$ cat src/hw/rtl/assert_macros.svh
// Assertion macros for the RTL of the color correction matrix.
`ifndef ASSERT_MACROS_SVH
`define ASSERT_MACROS_SVH

// Property that must hold at every rising edge of clk while arst_n is high.
`define ASSERT_CLK(label, prop, msg) \
	label: assert property (@(posedge clk) disable iff (!arst_n) (prop)) \
		else $error(msg);

// Condition that must never be seen at a rising edge of clk while arst_n is high.
`define ASSERT_NEVER(label, expr, msg) \
	label: assert property (@(posedge clk) disable iff (!arst_n) !(expr)) \
		else $error(msg);

`endif

$ cat src/hw/rtl/ccm_pkg.sv
// Types and constants of the color correction matrix.
package ccm_pkg;

	localparam int PIXEL_BITS = 12;
	localparam int COEF_BITS  = 16;
	localparam int COEF_FRAC  = COEF_BITS - 4;

	localparam int NUM_COEFS    = 6;
	localparam int CFG_IDX_BITS = 3;

	localparam int NUM_CHANNELS = 3;
	localparam int DIFF_BITS    = PIXEL_BITS + 1;
	localparam int PROD_BITS    = COEF_BITS + DIFF_BITS;
	localparam int ACC_BITS     = COEF_BITS + PIXEL_BITS + 3;

	// Register indexes of the configuration port.
	typedef enum logic [CFG_IDX_BITS-1:0] {
		CFG_RED_FROM_GREEN  = 3'd0,
		CFG_RED_FROM_BLUE   = 3'd1,
		CFG_GREEN_FROM_RED  = 3'd2,
		CFG_GREEN_FROM_BLUE = 3'd3,
		CFG_BLUE_FROM_RED   = 3'd4,
		CFG_BLUE_FROM_GREEN = 3'd5
	} cfg_idx_t;

	typedef logic signed [COEF_BITS-1:0] coef_t;

	typedef struct packed {
		coef_t red_from_green;
		coef_t red_from_blue;
		coef_t green_from_red;
		coef_t green_from_blue;
		coef_t blue_from_red;
		coef_t blue_from_green;
	} coef_set_t;

	typedef struct packed {
		logic [PIXEL_BITS-1:0] red_in;
		logic [PIXEL_BITS-1:0] green_in;
		logic [PIXEL_BITS-1:0] blue_in;
	} pixel_in_t;

	typedef struct packed {
		logic [PIXEL_BITS-1:0] red_out;
		logic [PIXEL_BITS-1:0] green_out;
		logic [PIXEL_BITS-1:0] blue_out;
	} pixel_out_t;

endpackage

$ cat src/hw/rtl/color_correction_matrix.sv
// Top level of the 3x3 color correction matrix with its four-stage pipeline.
//
// The pixel channel (pixel_valid, pixel_ready, pixel) takes one RGB word per
// cycle while pixel_ready is high; the result channel (result_valid,
// result_ready, result) gives one corrected RGB word for every pixel word, in
// order. Both use valid/ready. The six off-diagonal coefficients are written
// through cfg_we, cfg_index and cfg_wdata; the user must write them only while
// the pipeline is empty, which the block itself does not enforce. Indexes above
// five are ignored. Each diagonal weight is one minus the other two of its row,
// so the block computes out = own + k_a * (a - own) + k_b * (b - own), which is
// the same sum exactly. The pipeline takes one word per cycle while it is not
// stalled; the stages are the input differences, one 16x13 multiplier per
// term, the row sum with rounding, and saturation into the result register.
// Reset clears all valid bits and sets every coefficient to zero, which gives
// the identity matrix. When the receiver stalls, the result register holds its
// word and the stages behind it keep filling their empty slots; pixel_ready
// falls only once all four stages hold a word.
module color_correction_matrix (
	input  logic                                 clk,
	input  logic                                 arst_n,
	input  logic                                 pixel_valid,
	output logic                                 pixel_ready,
	input  ccm_pkg::pixel_in_t                   pixel,
	output logic                                 result_valid,
	input  logic                                 result_ready,
	output ccm_pkg::pixel_out_t                  result,
	input  logic                                 cfg_we,
	input  logic [ccm_pkg::CFG_IDX_BITS-1:0]     cfg_index,
	input  logic [ccm_pkg::COEF_BITS-1:0]        cfg_wdata
);

`include "assert_macros.svh"

	localparam int NC = ccm_pkg::NUM_CHANNELS;

	// Coefficient registers.
	ccm_pkg::coef_set_t coef_q;

	// Handshake: a stage takes a new word when it is empty or its word moves on.
	logic v_s1, v_s2, v_s3, v_s4;
	logic en_s1, en_s2, en_s3, en_s4;

	// Per-channel operands: own pixel and the two other pixels with their weights.
	logic        [ccm_pkg::PIXEL_BITS-1:0] own_px   [NC];
	logic        [ccm_pkg::PIXEL_BITS-1:0] a_px     [NC];
	logic        [ccm_pkg::PIXEL_BITS-1:0] b_px     [NC];
	ccm_pkg::coef_t                        k_a      [NC];
	ccm_pkg::coef_t                        k_b      [NC];

	// Pipeline data.
	logic        [ccm_pkg::PIXEL_BITS-1:0] own_s1   [NC];
	logic signed [ccm_pkg::DIFF_BITS-1:0]  diff_a_s1[NC];
	logic signed [ccm_pkg::DIFF_BITS-1:0]  diff_b_s1[NC];
	logic        [ccm_pkg::PIXEL_BITS-1:0] own_s2   [NC];
	logic signed [ccm_pkg::PROD_BITS-1:0]  prod_a_s2[NC];
	logic signed [ccm_pkg::PROD_BITS-1:0]  prod_b_s2[NC];
	logic signed [ccm_pkg::ACC_BITS-1:0]   acc_s3   [NC];
	logic        [ccm_pkg::PIXEL_BITS-1:0] chan_out [NC];
	ccm_pkg::pixel_out_t                   result_s4;

	// Half of one output step, added before the rounding shift.
	localparam logic signed [ccm_pkg::ACC_BITS-1:0] RoundHalf =
		ccm_pkg::ACC_BITS'(1) <<< (ccm_pkg::COEF_FRAC - 1);

	// Clamp a rounded row sum into the pixel range.
	function automatic logic [ccm_pkg::PIXEL_BITS-1:0] round_sat(
		input logic signed [ccm_pkg::ACC_BITS-1:0] acc
	);
		logic [ccm_pkg::ACC_BITS-ccm_pkg::COEF_FRAC-1:0] whole;
		whole = acc[ccm_pkg::ACC_BITS-1:ccm_pkg::COEF_FRAC];
		if (acc[ccm_pkg::ACC_BITS-1]) begin
			return '0;
		end else if (|whole[ccm_pkg::ACC_BITS-ccm_pkg::COEF_FRAC-1:ccm_pkg::PIXEL_BITS]) begin
			return '1;
		end else begin
			return whole[ccm_pkg::PIXEL_BITS-1:0];
		end
	endfunction

	// Configuration writes.
	always_ff @(posedge clk or negedge arst_n) begin
		if (!arst_n) begin
			coef_q <= '0;
		end else if (cfg_we) begin
			unique case (cfg_index)
				ccm_pkg::CFG_RED_FROM_GREEN:  coef_q.red_from_green  <= cfg_wdata;
				ccm_pkg::CFG_RED_FROM_BLUE:   coef_q.red_from_blue   <= cfg_wdata;
				ccm_pkg::CFG_GREEN_FROM_RED:  coef_q.green_from_red  <= cfg_wdata;
				ccm_pkg::CFG_GREEN_FROM_BLUE: coef_q.green_from_blue <= cfg_wdata;
				ccm_pkg::CFG_BLUE_FROM_RED:   coef_q.blue_from_red   <= cfg_wdata;
				ccm_pkg::CFG_BLUE_FROM_GREEN: coef_q.blue_from_green <= cfg_wdata;
				default: begin
					// Indexes past the last register are dropped.
				end
			endcase
		end
	end

	// Stall chain, from the result register back to the input.
	assign en_s4       = !v_s4 || result_ready;
	assign en_s3       = !v_s3 || en_s4;
	assign en_s2       = !v_s2 || en_s3;
	assign en_s1       = !v_s1 || en_s2;
	assign pixel_ready = en_s1;

	always_ff @(posedge clk or negedge arst_n) begin
		if (!arst_n) begin
			v_s1 <= 1'b0;
			v_s2 <= 1'b0;
			v_s3 <= 1'b0;
			v_s4 <= 1'b0;
		end else begin
			if (en_s1) begin
				v_s1 <= pixel_valid;
			end
			if (en_s2) begin
				v_s2 <= v_s1;
			end
			if (en_s3) begin
				v_s3 <= v_s2;
			end
			if (en_s4) begin
				v_s4 <= v_s3;
			end
		end
	end

	// Route each output row to its own pixel, the two other pixels and their weights.
	always_comb begin
		own_px[0] = pixel.red_in;
		a_px[0]   = pixel.green_in;
		b_px[0]   = pixel.blue_in;
		k_a[0]    = coef_q.red_from_green;
		k_b[0]    = coef_q.red_from_blue;

		own_px[1] = pixel.green_in;
		a_px[1]   = pixel.red_in;
		b_px[1]   = pixel.blue_in;
		k_a[1]    = coef_q.green_from_red;
		k_b[1]    = coef_q.green_from_blue;

		own_px[2] = pixel.blue_in;
		a_px[2]   = pixel.red_in;
		b_px[2]   = pixel.green_in;
		k_a[2]    = coef_q.blue_from_red;
		k_b[2]    = coef_q.blue_from_green;
	end

	for (genvar c = 0; c < NC; c++) begin : g_chan
		// Stage 1: differences against the row's own pixel.
		always_ff @(posedge clk) begin
			if (en_s1 && pixel_valid) begin
				own_s1[c]    <= own_px[c];
				diff_a_s1[c] <= $signed({1'b0, a_px[c]}) - $signed({1'b0, own_px[c]});
				diff_b_s1[c] <= $signed({1'b0, b_px[c]}) - $signed({1'b0, own_px[c]});
			end
		end

		// Stage 2: one multiplier per off-diagonal term.
		always_ff @(posedge clk) begin
			if (en_s2 && v_s1) begin
				own_s2[c]    <= own_s1[c];
				prod_a_s2[c] <= k_a[c] * diff_a_s1[c];
				prod_b_s2[c] <= k_b[c] * diff_b_s1[c];
			end
		end

		// Stage 3: row sum with the own pixel at unit weight plus the rounding half.
		always_ff @(posedge clk) begin
			if (en_s3 && v_s2) begin
				acc_s3[c] <=
					$signed({{(ccm_pkg::ACC_BITS - ccm_pkg::PIXEL_BITS - ccm_pkg::COEF_FRAC){1'b0}},
						own_s2[c], {ccm_pkg::COEF_FRAC{1'b0}}})
					+ {{(ccm_pkg::ACC_BITS - ccm_pkg::PROD_BITS){prod_a_s2[c][ccm_pkg::PROD_BITS-1]}},
						prod_a_s2[c]}
					+ {{(ccm_pkg::ACC_BITS - ccm_pkg::PROD_BITS){prod_b_s2[c][ccm_pkg::PROD_BITS-1]}},
						prod_b_s2[c]}
					+ RoundHalf;
			end
		end

		assign chan_out[c] = round_sat(acc_s3[c]);
	end

	// Stage 4: saturation into the result register.
	always_ff @(posedge clk) begin
		if (en_s4 && v_s3) begin
			result_s4.red_out   <= chan_out[0];
			result_s4.green_out <= chan_out[1];
			result_s4.blue_out  <= chan_out[2];
		end
	end

	assign result_valid = v_s4;
	assign result       = result_s4;

	// An empty stage anywhere must leave the input open.
	`ASSERT_CLK(a_ready_when_room,
		($countones({v_s1, v_s2, v_s3, v_s4}) < 4) |-> pixel_ready,
		"pixel_ready low although a pipeline stage is empty")

	// A word in stage 3 behind a stalled result must not move or change.
	`ASSERT_CLK(a_s3_holds_on_stall,
		(v_s4 && !result_ready && v_s3) |=>
			(v_s3 && $stable(acc_s3[0]) && $stable(acc_s3[1]) && $stable(acc_s3[2])),
		"stage 3 word changed while the result was stalled")

	// A negative red sum must come out as zero.
	`ASSERT_CLK(a_neg_sum_clamps,
		(en_s4 && v_s3 && acc_s3[0][ccm_pkg::ACC_BITS-1]) |=> (result.red_out == '0),
		"negative red sum did not saturate to zero")

	// With all coefficients zero the matrix is the identity, so every product is zero.
	`ASSERT_CLK(a_identity_products,
		(en_s2 && v_s1 && (coef_q == '0)) |=>
			((prod_a_s2[0] == '0) && (prod_b_s2[0] == '0) && (prod_a_s2[1] == '0) &&
			 (prod_b_s2[1] == '0) && (prod_a_s2[2] == '0) && (prod_b_s2[2] == '0)),
		"nonzero product with an all-zero coefficient set")

endmodule
$ cat config.mk
export PLATFORM = sky130hd
export DESIGN_NAME = color_correction_matrix
export DESIGN_NICKNAME = d
export VERILOG_FILES = /design/src/hw/rtl/ccm_pkg.sv /design/src/hw/rtl/color_correction_matrix.sv
export VERILOG_INCLUDE_DIRS = /design/src /design/src/hw/rtl
export SDC_FILE = /design/constraint.sdc
export NUM_CORES = 2
export LEC_CHECK = 0
export ABC_AREA = 1
export CORE_ASPECT_RATIO = 1.25
export CORE_MARGIN = 5
export CORE_UTILIZATION = 30
export DETAILED_ROUTE_END_ITERATION = 7
export DONT_BUFFER_PORTS = 1
export GPL_TIMING_DRIVEN = 0
export MAX_ROUTING_LAYER = met4
export PLACE_DENSITY = 0.47
export SLEW_MARGIN = 20
export SYNTH_ARGS = -nofsm -noshare
export SYNTH_HDL_FRONTEND = slang
export SYNTH_SLANG_ARGS = --single-unit
$ cat constraint.sdc
create_clock -name clk -period 6.5 [get_ports clk]
set_clock_uncertainty 0.1 [all_clocks]
set_input_delay 0.975 -clock clk [delete_from_list [all_inputs] [get_ports clk]]
set_output_delay 0.975 -clock clk [all_outputs]
set_load 0.1 [all_outputs]
==> impl_metrics.csv <==
group,metric,value,unit
setup_path,cp_top_family,"adder cells",
sta,fmax,0.160,GHz
synthesis,yosysWarningCount,0,
place,pre_cts_slack,-0.293,ns
sta,rsz0062_at_grt,"yes",
synthesis,ys.flop_type,"edfxtp_1",
die,start_util,30.1,%
layout,layout-drive-gt1-share,3.06,%
grt,grt_start_max_net_pins,101,
synthesis,syn_area_per_cell,8.21,µm²
die,num_rows,206,
routing,vias,57500,
sta,timing.final.ws_setup,0.250,ns
clock_tree,cts_sinks,514,
place,dpl.hpwl,203000,µm
sta,min_period_over_period,96.2,%
synthesis,synthArstFlopShare,19.5,%
outcome,status,"finished clean",
grt,grt-ovfl-total,0,
setup_path,cp_max_fo,10,
setup_path,crit_buf_inv,3,
die,io_pins,98,
setup_path,critPathArrivalTime,6.57,ns
clock_tree,numCtsBuffers,66,
routing,first_pass_iters,6,
routing,drc_errors,0,
die,die_height,572,µm
setup_path,cpPeakStageDelay,0.56,ns
layout,nets,11200,
place,io_buffers,0,
grt,first_global_vias,61600,
synthesis,synth_edf_count,414,
die,die_x,460,µm
sta,relSlewSlack,29.5,%
synthesis,yosysMostFrequentCell,"nand2_1",
layout,fin_cells,12700,
routing,wl,237000,µm
place,dp_cells,12600,
routing,drtAntennaViolNets,0,
routing,drt-wirelength-per-cell,18.6,µm
clock_tree,cts_root_buf,"clkbuf_16",
sta,slew_viol_final,0,
grt,grt_pass1_wl,367000,µm
clock_tree,path_clk_slew,0.06,ns
synthesis,synthTopCellsByCount,"nand2_1 (2558), inv_1 (2369), fa_1 (1212)",
synthesis,syn_area,75900,µm²
clock_tree,clkLatencyLatePin,0.68,ns
grt,antenna_found_initial,24,
die,die_area,263000,µm²
routing,vias_per_cell,4.52,
run,drv_cap,0,
setup_path,worst_ep_required_time,6.82,ns
clock_tree,ctsHtreeMaxLevel,3,
synthesis,synth_largest_area_cell,"fa_1",
setup_path,crit_path_end_kind,"flop",
layout,syn2layout_area_growth,8.97,%
setup_path,crit_slowest_cell,"fa_1",
sta,worstMarginPinSlew,1.06,ns
synthesis,ys_ff_latch,514,
synthesis,synth_nets,11200,
sta,setup_viol,0,
layout,fillers,26800,
setup_path,crit_path_start_kind,"flop",
grt,track_usage,18.7,%
sta,hold_viol,0,
synthesis,ys_types,45,
place,gp_congestion,0.946,
synthesis,yosysSeqAreaShare,19.7,%
setup_path,cp_cell_sequence,"clkbuf_1 > nand2_1 > fa_1 > fa_1 > inv_1 > fa_1 > fa_1 > fa_1 > fa_1 > ha_1 > nand2_1 > nor2_1 > nand2_1 > nor2_1 > nand2_1 > nand3_1 > inv_1 > nand2_1 > nand2_1",
min_path,hold_path.class,"primary input to async pin",
synthesis,syn_inst,9251,
sta,fin_crit,6.25,ns
synthesis,yosys-top-cells-area,"fa_1 (32%), edfxtp_1 (16%), nand2_1 (13%), inv_1 (12%), ha_1 (11%)",
clock_tree,cts_tree,"built",
clock_tree,clockBufferDepth,3,
routing,drtIter0Drc,3242,
setup_path,crit_type,"flop to flop",
die,coreArea,252000,µm²
synthesis,synth_top_area_share,32.0,%
cell families (layout without fill, tap and decap cells):
group                      after synthesis  count (layout)  share of synthesized area, %
and+or+nand+nor                       3434            3434                          18.2
buffers and inverters                 2655            2768                          13.2
adders and majority gates             1854            1854                          42.5
AOI/OAI and AO/OA                      607             607                          4.26
DFF                                    514             514                          19.7
xor gates and xnor gates               187             187                          2.16
other                                    0              36                             0
flip-flops by register name, summed over array words and instances, names as in the netlist, 36 cells and up:
name / count
coef_q: 96
diff_b_s1: 38
own_s1: 36
prod_b_s2: 87
own_s2: 36
result: 36
acc_s3: 57
diff_a_s1: 37
prod_a_s2: 87
cells in the final DEF, fill, tap and decap left out, types with 6 or more instances in the layout:
cell          n
buf_4        12
nor2_1      369
nand2_2      24
xnor2_1      45
clkbuf_1    194
inv_1      2367
edfxtp_1    414
nor3_1       40
fa_1       1209
or2_2        24
nand4_1      82
and2_1       10
o21bai_1     27
o21a_1       15
diode_2      36
buf_16        6
nand2_1    2558
clkinv_2     12
nand3b_1      9
inv_6         6
dfrtp_1      99
clkbuf_16    66
buf_2         8
o21ai_0     225
a21oi_1     310
a21o_1        6
xor2_1      142
and3_1        6
nand3_1     275
clkbuf_2     54
nor2_2       13
ha_1        642
routing by layer:
layer | up-vias | wire [µm] | global-route usage [%]
met5 | - | 0 | -
met4 | 0 | 10300 | 7.24
met3 | 313 | 9130 | 1.84
met2 | 1094 | 121000 | 33.2
met1 | 28500 | 96300 | 22.0
li1 | 27600 | - | -
path summary, 6_finish.rpt:
path,slack (ns),startpoint,cells past startpoint,end
worst min-delay path,0.08,arst_n,1,coef_q[65]
worst max-delay path,0.25,coef_q[7],19,prod_b_s2[0][86]
worst min register to register,0.31,own_s1[0][28],0,own_s2[0][28]
worst max register to register,0.25,coef_q[7],19,prod_b_s2[0][86]
min in group clk,0.28,pixel[23],0,own_s1[0][23]
max in group asynchronous,5.59,arst_n,1,coef_q[63]
cell type report:
| class | count | area [µm²] | share of cell area (%) |
|---|---|---|---|
| repair buffers | 19 | 325 | 0.393 |
| inverters | 2374 | 8920 | 10.8 |
| diodes | 36 | 90.1 | 0.109 |
| well taps | 3328 | 4160 | 5.03 |
| multi-input cells | 6082 | 51000 | 61.7 |
| clock buffers | 79 | 1700 | 2.06 |
| plain buffers | 253 | 1050 | 1.27 |
| flip-flops and latches | 514 | 14900 | 18.1 |
| clock inverters | 43 | 517 | 0.625 |
per-stage QoR:
step / TNS, ns / hold WS [ns] / utilization [%] / area [µm²]
2_1_floorplan: 0 / 0.300 / - / 75900
3_3_place_gp: -468.11 / 0.302 / 31.8 / 80100
3_5_place_dp: -1.23 / 0.305 / 31.9 / 80300
4_1_cts: 0 / 0.121 / 32.8 / 82600
5_1_grt: -0.0201 / 0.115 / 32.8 / 82700
6_report: 0 / 0.0791 / 32.8 / 82700
timing repair:
item / 4_1_cts / 5_1_grt
setup endpoints to repair: 18 / 39
endpoints found under the hold margin: 100 / 0
setup buffers: 0 / 8
gates resized for setup: 15 / 88
hold buffers: 1 / 0
Power is not shown: default switching activity piles up to over one toggle a cycle in this logic, so the estimate is an artifact.
